### src/hdl/fcc_pkg.sv
// Shared types, widths and helpers of the FAN corridor compressor.
package fcc_pkg;

  localparam int SAMPLE_BITS = 16;
  localparam int RUN_BITS    = 14;
  localparam int TOL_BITS    = 15;
  // Corridor bounds must hold diff +/- tolerance without overflow.
  localparam int BOUND_BITS  = (SAMPLE_BITS + 2 > TOL_BITS + 2) ? SAMPLE_BITS + 2 : TOL_BITS + 2;
  localparam int QUEUE_DEPTH = 4;
  localparam int QPTR_BITS   = $clog2(QUEUE_DEPTH);
  localparam int QCNT_BITS   = $clog2(QUEUE_DEPTH + 1);

  localparam logic [TOL_BITS-1:0] TOL_RESET = TOL_BITS'(8);

  typedef struct packed {
    logic signed [SAMPLE_BITS-1:0] sample;
    logic                          end_of_stream;
  } in_item_t;

  typedef struct packed {
    logic signed [SAMPLE_BITS-1:0] point_value;
    logic        [RUN_BITS-1:0]    run_length;
    logic                          final_pair;
  } out_item_t;

  // One or two results caused by one input item; the second is always final.
  typedef struct packed {
    logic signed [SAMPLE_BITS-1:0] value;
    logic        [RUN_BITS-1:0]    run_first;
    logic                          first_final;
    logic                          has_second;
    logic        [RUN_BITS-1:0]    run_second;
  } fcc_cmd_t;

  function automatic logic [RUN_BITS-1:0] sat_inc(input logic [RUN_BITS-1:0] r);
    sat_inc = (&r) ? r : r + RUN_BITS'(1);
  endfunction

endpackage

### src/hdl/fcc_front.sv
// Front end: accepts samples, tracks the corridor and queues result commands.
module fcc_front (
  input  logic                                  clk,
  input  logic                                  rst_n,
  input  logic                                  in_valid,
  output logic                                  in_stall,
  input  fcc_pkg::in_item_t                     in_data,
  input  logic                                  cfg_valid,
  output logic                                  cfg_ready,
  input  logic [fcc_pkg::TOL_BITS-1:0]          cfg_data,
  input  logic                                  q_full,
  output logic                                  push,
  output fcc_pkg::fcc_cmd_t                     push_cmd
);

  localparam int SB = fcc_pkg::SAMPLE_BITS;
  localparam int RB = fcc_pkg::RUN_BITS;
  localparam int BB = fcc_pkg::BOUND_BITS;
  localparam int TB = fcc_pkg::TOL_BITS;

  typedef enum logic [2:0] {
    PH_FIRST  = 3'b001,
    PH_SECOND = 3'b010,
    PH_RUN    = 3'b100
  } phase_t;

  phase_t                phase_r, phase_nxt;
  logic [TB-1:0]         tol_r;
  logic signed [SB-1:0]  prev_r, prev_nxt;
  logic signed [BB-1:0]  upper_r, upper_nxt;
  logic signed [BB-1:0]  lower_r, lower_nxt;
  logic [RB-1:0]         run_r, run_nxt;

  logic                  acc;
  logic                  last;
  logic signed [SB:0]    diff;
  logic signed [BB-1:0]  diff_ext;
  logic signed [BB-1:0]  tol_ext;
  logic signed [BB-1:0]  hi;
  logic signed [BB-1:0]  lo;
  logic                  outside;
  logic [RB-1:0]         run_inc;

  assign cfg_ready = 1'b1;
  assign in_stall  = q_full;
  assign acc       = in_valid & ~q_full;
  assign last      = in_data.end_of_stream;

  assign diff     = {in_data.sample[SB-1], in_data.sample} - {prev_r[SB-1], prev_r};
  assign diff_ext = BB'(diff);
  assign tol_ext  = $signed({{(BB-TB){1'b0}}, tol_r});
  assign hi       = diff_ext + tol_ext;
  assign lo       = diff_ext - tol_ext;
  assign outside  = (diff_ext < lower_r) || (diff_ext > upper_r);
  assign run_inc  = fcc_pkg::sat_inc(run_r);

  always_comb begin
    phase_nxt = phase_r;
    prev_nxt  = prev_r;
    upper_nxt = upper_r;
    lower_nxt = lower_r;
    run_nxt   = run_r;
    push      = 1'b0;
    push_cmd.value       = in_data.sample;
    push_cmd.run_first   = '0;
    push_cmd.first_final = 1'b0;
    push_cmd.has_second  = 1'b0;
    push_cmd.run_second  = RB'(1);
    if (acc) begin
      prev_nxt = in_data.sample;
      case (phase_r)
        PH_SECOND: begin
          upper_nxt = hi;
          lower_nxt = lo;
          run_nxt   = RB'(1);
          phase_nxt = PH_RUN;
          if (last) begin
            push                 = 1'b1;
            push_cmd.run_first   = fcc_pkg::sat_inc(RB'(1));
            push_cmd.first_final = 1'b1;
            phase_nxt            = PH_FIRST;
          end
        end
        PH_RUN: begin
          if (outside) begin
            // break: emit the segment end and reopen around this difference
            push               = 1'b1;
            push_cmd.run_first = run_inc;
            upper_nxt          = hi;
            lower_nxt          = lo;
            run_nxt            = '0;
            if (last) begin
              push_cmd.has_second = 1'b1;
              phase_nxt           = PH_FIRST;
            end
          end else begin
            // narrow the corridor
            if (lo > lower_r) lower_nxt = lo;
            if (hi < upper_r) upper_nxt = hi;
            run_nxt = run_inc;
            if (last) begin
              push                 = 1'b1;
              push_cmd.run_first   = fcc_pkg::sat_inc(run_inc);
              push_cmd.first_final = 1'b1;
              phase_nxt            = PH_FIRST;
            end
          end
        end
        default: begin
          run_nxt              = '0;
          push                 = 1'b1;
          push_cmd.run_first   = '0;
          push_cmd.first_final = last;
          phase_nxt            = last ? PH_FIRST : PH_SECOND;
        end
      endcase
    end
  end

  always_ff @(posedge clk) begin
    if (!rst_n) begin
      phase_r <= PH_FIRST;
      tol_r   <= fcc_pkg::TOL_RESET;
      prev_r  <= '0;
      upper_r <= '0;
      lower_r <= '0;
      run_r   <= '0;
    end else begin
      phase_r <= phase_nxt;
      prev_r  <= prev_nxt;
      upper_r <= upper_nxt;
      lower_r <= lower_nxt;
      run_r   <= run_nxt;
      if (cfg_valid) begin
        tol_r <= cfg_data;
      end
    end
  end

endmodule

### src/hdl/fcc_queue.sv
// Short command queue between the front end and the result stage.
module fcc_queue (
  input  logic              clk,
  input  logic              rst_n,
  input  logic              push,
  input  fcc_pkg::fcc_cmd_t push_cmd,
  output logic              full,
  input  logic              pop,
  output fcc_pkg::fcc_cmd_t head,
  output logic              empty
);

  localparam int DEPTH = fcc_pkg::QUEUE_DEPTH;
  localparam int PB    = fcc_pkg::QPTR_BITS;
  localparam int CB    = fcc_pkg::QCNT_BITS;

  fcc_pkg::fcc_cmd_t   slots_r [DEPTH];
  logic [PB-1:0]       wr_ptr_r, rd_ptr_r;
  logic [CB-1:0]       count_r, count_nxt;

  assign full  = (count_r == CB'(DEPTH));
  assign empty = (count_r == '0);
  assign head  = slots_r[rd_ptr_r];

  always_comb begin
    count_nxt = count_r;
    if (push && !pop) count_nxt = count_r + CB'(1);
    if (pop && !push) count_nxt = count_r - CB'(1);
  end

  always_ff @(posedge clk) begin
    if (push) begin
      slots_r[wr_ptr_r] <= push_cmd;
    end
  end

  always_ff @(posedge clk) begin
    if (!rst_n) begin
      wr_ptr_r <= '0;
      rd_ptr_r <= '0;
      count_r  <= '0;
    end else begin
      count_r <= count_nxt;
      if (push) wr_ptr_r <= (wr_ptr_r == PB'(DEPTH - 1)) ? '0 : wr_ptr_r + PB'(1);
      if (pop)  rd_ptr_r <= (rd_ptr_r == PB'(DEPTH - 1)) ? '0 : rd_ptr_r + PB'(1);
    end
  end

endmodule

### src/hdl/fcc_back.sv
// Result stage: expands queued commands into one or two output items.
module fcc_back (
  input  logic              clk,
  input  logic              rst_n,
  input  logic              empty,
  input  fcc_pkg::fcc_cmd_t head,
  output logic              pop,
  output logic              out_valid,
  input  logic              out_stall,
  output fcc_pkg::out_item_t out_data
);

  localparam int SB = fcc_pkg::SAMPLE_BITS;
  localparam int RB = fcc_pkg::RUN_BITS;

  logic                 out_valid_r, out_valid_nxt;
  fcc_pkg::out_item_t   out_data_r, out_data_nxt;
  logic                 sec_pend_r, sec_pend_nxt;
  logic signed [SB-1:0] sec_val_r, sec_val_nxt;
  logic [RB-1:0]        sec_run_r, sec_run_nxt;
  logic                 load;

  assign out_valid = out_valid_r;
  assign out_data  = out_data_r;
  assign load      = ~out_valid_r | ~out_stall;

  always_comb begin
    out_valid_nxt = out_valid_r;
    out_data_nxt  = out_data_r;
    sec_pend_nxt  = sec_pend_r;
    sec_val_nxt   = sec_val_r;
    sec_run_nxt   = sec_run_r;
    pop           = 1'b0;
    if (load) begin
      if (sec_pend_r) begin
        // finish the pending final item before the next command
        out_valid_nxt           = 1'b1;
        out_data_nxt.point_value = sec_val_r;
        out_data_nxt.run_length  = sec_run_r;
        out_data_nxt.final_pair  = 1'b1;
        sec_pend_nxt            = 1'b0;
      end else if (!empty) begin
        pop                      = 1'b1;
        out_valid_nxt            = 1'b1;
        out_data_nxt.point_value = head.value;
        out_data_nxt.run_length  = head.run_first;
        out_data_nxt.final_pair  = head.first_final;
        sec_pend_nxt             = head.has_second;
        sec_val_nxt              = head.value;
        sec_run_nxt              = head.run_second;
      end else begin
        out_valid_nxt = 1'b0;
      end
    end
  end

  always_ff @(posedge clk) begin
    out_data_r <= out_data_nxt;
    sec_val_r  <= sec_val_nxt;
    sec_run_r  <= sec_run_nxt;
  end

  always_ff @(posedge clk) begin
    if (!rst_n) begin
      out_valid_r <= 1'b0;
      sec_pend_r  <= 1'b0;
    end else begin
      out_valid_r <= out_valid_nxt;
      sec_pend_r  <= sec_pend_nxt;
    end
  end

endmodule

### src/hdl/fan_corridor_compressor.sv
// FAN corridor ECG compressor: input sample channel, result channel, tolerance port.
//
// in_valid/in_stall/in_data carry one signed sample per item plus an end flag.
// An item is taken on a clock edge with in_valid high and in_stall low.
// out_valid/out_stall/out_data carry (point_value, run_length, final_pair)
// items; the receiver holds out_stall high to keep the current item in place.
// cfg_valid/cfg_data write the 15-bit tolerance; cfg_ready is always high.
// Write it only while no item is in flight.
// Throughput: one sample per cycle while in_stall is low. A sample that emits a
// result has its command registered into a four-entry queue, and the result
// stage then registers the output item that appears on out_data.
// A break on the final sample emits two items, one after the other.
// in_stall rises only when the queue is full, which happens when the receiver stalls.
// Synchronous reset (rst_n low) empties the queue and output, restores the
// tolerance to 8 and starts a new record at the next sample.
module fan_corridor_compressor (
  input  logic                          clk,
  input  logic                          rst_n,
  input  logic                          in_valid,
  output logic                          in_stall,
  input  fcc_pkg::in_item_t             in_data,
  output logic                          out_valid,
  input  logic                          out_stall,
  output fcc_pkg::out_item_t            out_data,
  input  logic                          cfg_valid,
  output logic                          cfg_ready,
  input  logic [fcc_pkg::TOL_BITS-1:0]  cfg_data
);

  logic              q_full;
  logic              q_empty;
  logic              q_push;
  logic              q_pop;
  fcc_pkg::fcc_cmd_t q_push_cmd;
  fcc_pkg::fcc_cmd_t q_head;

  fcc_front u_front (
    .clk       (clk),
    .rst_n     (rst_n),
    .in_valid  (in_valid),
    .in_stall  (in_stall),
    .in_data   (in_data),
    .cfg_valid (cfg_valid),
    .cfg_ready (cfg_ready),
    .cfg_data  (cfg_data),
    .q_full    (q_full),
    .push      (q_push),
    .push_cmd  (q_push_cmd)
  );

  fcc_queue u_queue (
    .clk      (clk),
    .rst_n    (rst_n),
    .push     (q_push),
    .push_cmd (q_push_cmd),
    .full     (q_full),
    .pop      (q_pop),
    .head     (q_head),
    .empty    (q_empty)
  );

  fcc_back u_back (
    .clk       (clk),
    .rst_n     (rst_n),
    .empty     (q_empty),
    .head      (q_head),
    .pop       (q_pop),
    .out_valid (out_valid),
    .out_stall (out_stall),
    .out_data  (out_data)
  );

endmodule
### config.mk
export PLATFORM = sky130hd
export DESIGN_NAME = fan_corridor_compressor
export DESIGN_NICKNAME = d
export VERILOG_FILES = /design/src/hdl/fcc_pkg.sv /design/src/hdl/fcc_front.sv /design/src/hdl/fcc_queue.sv /design/src/hdl/fcc_back.sv /design/src/hdl/fan_corridor_compressor.sv
export SDC_FILE = /design/constraint.sdc
export NUM_CORES = 1
export LEC_CHECK = 0
export ABC_CLOCK_PERIOD_IN_PS = 17350
export BUFFER_PORTS_ARGS = -buffer_cell sky130_fd_sc_hd__buf_2
export CORE_UTILIZATION = 49
export DETAILED_ROUTE_END_ITERATION = 10
export GPL_ROUTABILITY_DRIVEN = 0
export HOLD_SLACK_MARGIN = 0.03
export PLACE_DENSITY = 0.63
export SYNTH_ARGS = -nofsm -noshare
export SYNTH_HDL_FRONTEND = slang
export SYNTH_SLANG_ARGS = --single-unit
### constraint.sdc
create_clock -name clk -period 17.35 [get_ports clk]
set_input_delay 3.47 -clock clk [delete_from_list [all_inputs] [get_ports clk]]
set_output_delay 3.47 -clock clk [all_outputs]
set_load 0.01 [all_outputs]
==> reports/qor.yml <==
place:
  placed_area_sq_um: 15600
  port_buffers: 69
  preCtsSetupSlack_ns: 7.38
  dpl.cell_count: 1733
  dp_hpwl_um: 21900
route:
  drt_iter0_drc: 529
  wl_per_cell_um: 17.6
  drt_wl_total_um: 31400
  num_vias: 9766
  drc_errors: 0
  ant_nets: 0
  vias_per_cell: 5.46
  dr.pass1.iters: 5
global_route:
  antenna_found_initial: 0
  grt_pass1_vias: 9490
  grt-ovfl-total: 0
  grt_pass1_wl_um: 50800
  grt_start_max_net_pins: 100
  gr-usage-all-layers: 0.207
finish:
  register_area_sq_um: 7160
  syn2layout_area_growth_pct: 11.3
  instances_no_fill: 1788
  final_common_cell: "edfxtp_1"
  fillCellCount: 2499
  drive_gt1_frac: 0.149
  design_area_sq_um: 16600
  final_nets: 1540
  diodes: 0
  layout_common_cells: "edfxtp_1, ha_1, inv_1"
  multiInputGateArea_sq_um: 7100
cts:
  hold_buffers: 0
  root_buffer: "clkbuf_16"
  clock_latency_ns: 0.58
  cts.repair.resized: 0
  post-cts-setup-buffer-count: 0
  cts_max_path_buffers: 3
  cts.htree.levels: 1
  cts_tree: "done"
  cts-buffers-inserted: 30
  cts.sink_count: 270
  clk_pin_slew_ns: 0.06
floorplanning:
  die_height_um: 176
  initial_core_util: 0.500
  core_sq_um: 29700
  num_io_pins: 71
  die-area_sq_um: 31100
  rows: 63
  die_x_um: 176
logic_synthesis:
  synth_cell_type_count: 88
  synth_nets: 1480
  synth_adder_area_share: 0.110
  ys.flop_type: "edfxtp_1"
  synth_mux_area_frac: 0.0931
  ys_seq_elements: 270
  synth.area.top_cells: "edfxtp_1, dfxtp_1, ha_1"
  syn_area_sq_um: 14900
  synth_top_area_cell: "edfxtp_1"
  synthCells: 1315
  synth-edff-count: 175
  yosys_warnings: 0
  synthArstFlopShare: 0
  synth-xor-area-share: 0.0336
  avgSynthCellArea_sq_um: 11.3
  yosysSeqAreaShare: 0.481
  synth_top_family_by_area: "simple AND/OR/NAND/NOR gates"
  synth_top_area_frac: 0.353
  synth_simple_gate_area_frac: 0.129
  synth_compound_area_frac: 0.110
timing:
  tightestPinTransition_ns: 1.11
  setup_ws_ns: 7.89
  finalMaxSlewViolations: 0
  clock-skew-final_ns: 0.0187
  finalSetupTns_ns: 0
  hold_viol_final: 0
  min_period_ns: 9.46
  fmax_mhz: 106
  period_share: 0.545
  rsz0062_at_grt: "no"
  slew_headroom: 0.257
  setup_viol: 0
pwr:
  ir_drop_v: 0.0000860
  p_per_area_nw_per_um2: 145
  p_leak_uw: 0.00609
hold_path:
  min_path_type: "register to register"
setup_path:
  cp-end-kind: "register"
  cp.required_ns: 17.84
  path_cells: "buf_2, inv_1, ha_1, fa_1, nor2b_1, o31a_1, o211ai_1, nand2_1, a21oi_1, xnor2_1, ha_1, or2_2, a2111oi_0, nor3_1, o31ai_1, xnor2_1, ha_1, a21o_1, a211oi_1, o2111ai_1, a21o_1, a21oi_4, nand2_1, o32ai_2"
  path_max_fanout: 24
  worstPathArrival_ns: 9.95
  slowest_delay_ns: 0.68
  critical_path_class: "primary input to register"
  critical-path-slowest-cell: "a21oi_4"
  critPathLaunchType: "primary input"
  crit_top_cell: "ha_1"
job:
  drv_cap: 0
status:
  status: "finished, final reports clean"
-- power breakdown --
group / total, uW / internal, uW / leakage, uW / switching, uW
Sequential: 884 / 847 / 0.00242 / 37.0
Combinational: 900 / 374 / 0.00320 / 526
Clock: 621 / 365 / 0.000473 / 257
-- cell usage after synthesis (all sizes together) (10+ instances only) --
cell,count
xor2,21
nor2,77
mux2i,46
mux4,32
and2,12
buf,19
nor3,16
a21o,18
nand3,24
ha,124
nor2b,78
edfxtp,175
nand2b,10
clkbuf,34
dfxtp,95
nand2,97
mux2,18
inv,107
xnor2,36
a21oi,54
nand4,16
o21ai,49
a21boi,24
-- kinds of logic after synthesis --
family	count (synthesis)
DFF	270
and+or+nand+nor	368
xor gates and xnor gates	57
adders and majority gates	128
buffers and inverters	160
muxes	96
other	1
AOI/OAI and AO/OA	235
-- state kept, by name, summed over array words and instances, names as in the netlist, named ones only --
register           cells
u_front.run_r         14
u_front.upper_r       18
u_queue.slots_r      128
u_front.phase_r        3
u_back.sec_pend_r      1
u_back.out_data       31
u_front.lower_r       18
u_back.out_valid       1
u_back.sec_val_r      16
u_queue.rd_ptr_r       2
u_front.prev_r        16
u_queue.count_r        3
u_front.tol_r         15
u_queue.wr_ptr_r       2
-- worst paths after layout --
check                                                 startpoint                               end  slack [ns]  cells past startpoint
worst min-delay path            u_front.lower_r[16]$_SDFFE_PN0P_  u_front.lower_r[16]$_SDFFE_PN0P_        0.46                      2
worst min register to register  u_front.lower_r[16]$_SDFFE_PN0P_  u_front.lower_r[16]$_SDFFE_PN0P_        0.46                      2
worst max-delay path                                  in_data[1]  u_front.upper_r[17]$_SDFFE_PN0P_        7.89                     24
worst max register to register    u_front.prev_r[1]$_SDFFE_PN0P_  u_front.upper_r[17]$_SDFFE_PN0P_       10.63                     22
-- critical path, delay by kind of cell --
family / cells / cell delay (ns)
AO/OA/AOI/OAI: 11 / 3.26
adder cells (fa/ha/maj): 4 / 1.37
AND/OR/NAND/NOR: 5 / 0.89
XOR/XNOR: 2 / 0.77
buffers and inverters: 2 / 0.18
-- per-stage QoR --
step           hold slack (ns)  power [uW]   util
6_report                 0.461        2400  0.557
3_5_place_dp             0.453        1800  0.525
2_1_floorplan            0.436        1540      -
3_3_place_gp             0.447        1790  0.525
5_1_grt                  0.486        2560  0.557
4_1_cts                  0.463        2430  0.557
-- routing by layer --
layer	vias up	GRT usage	wire, um
li1	4877	-	-
met1	4689	0.289	15000
met2	157	0.342	14600
met3	43	0.0248	1080
met4	0	0.0529	664
met5	-	0	0
-- layout make-up --
class / instances / share of cell area
Inverter: 107 / 0.0243
Timing Repair Buffer: 81 / 0.0263
Clock buffer: 42 / 0.0505
Multi-Input combinational cell: 885 / 0.429
Sequential cell: 270 / 0.432
Clock inverter: 13 / 0.00824
Tap cell: 390 / 0.0295
Power figures use the tool's default switching activity.
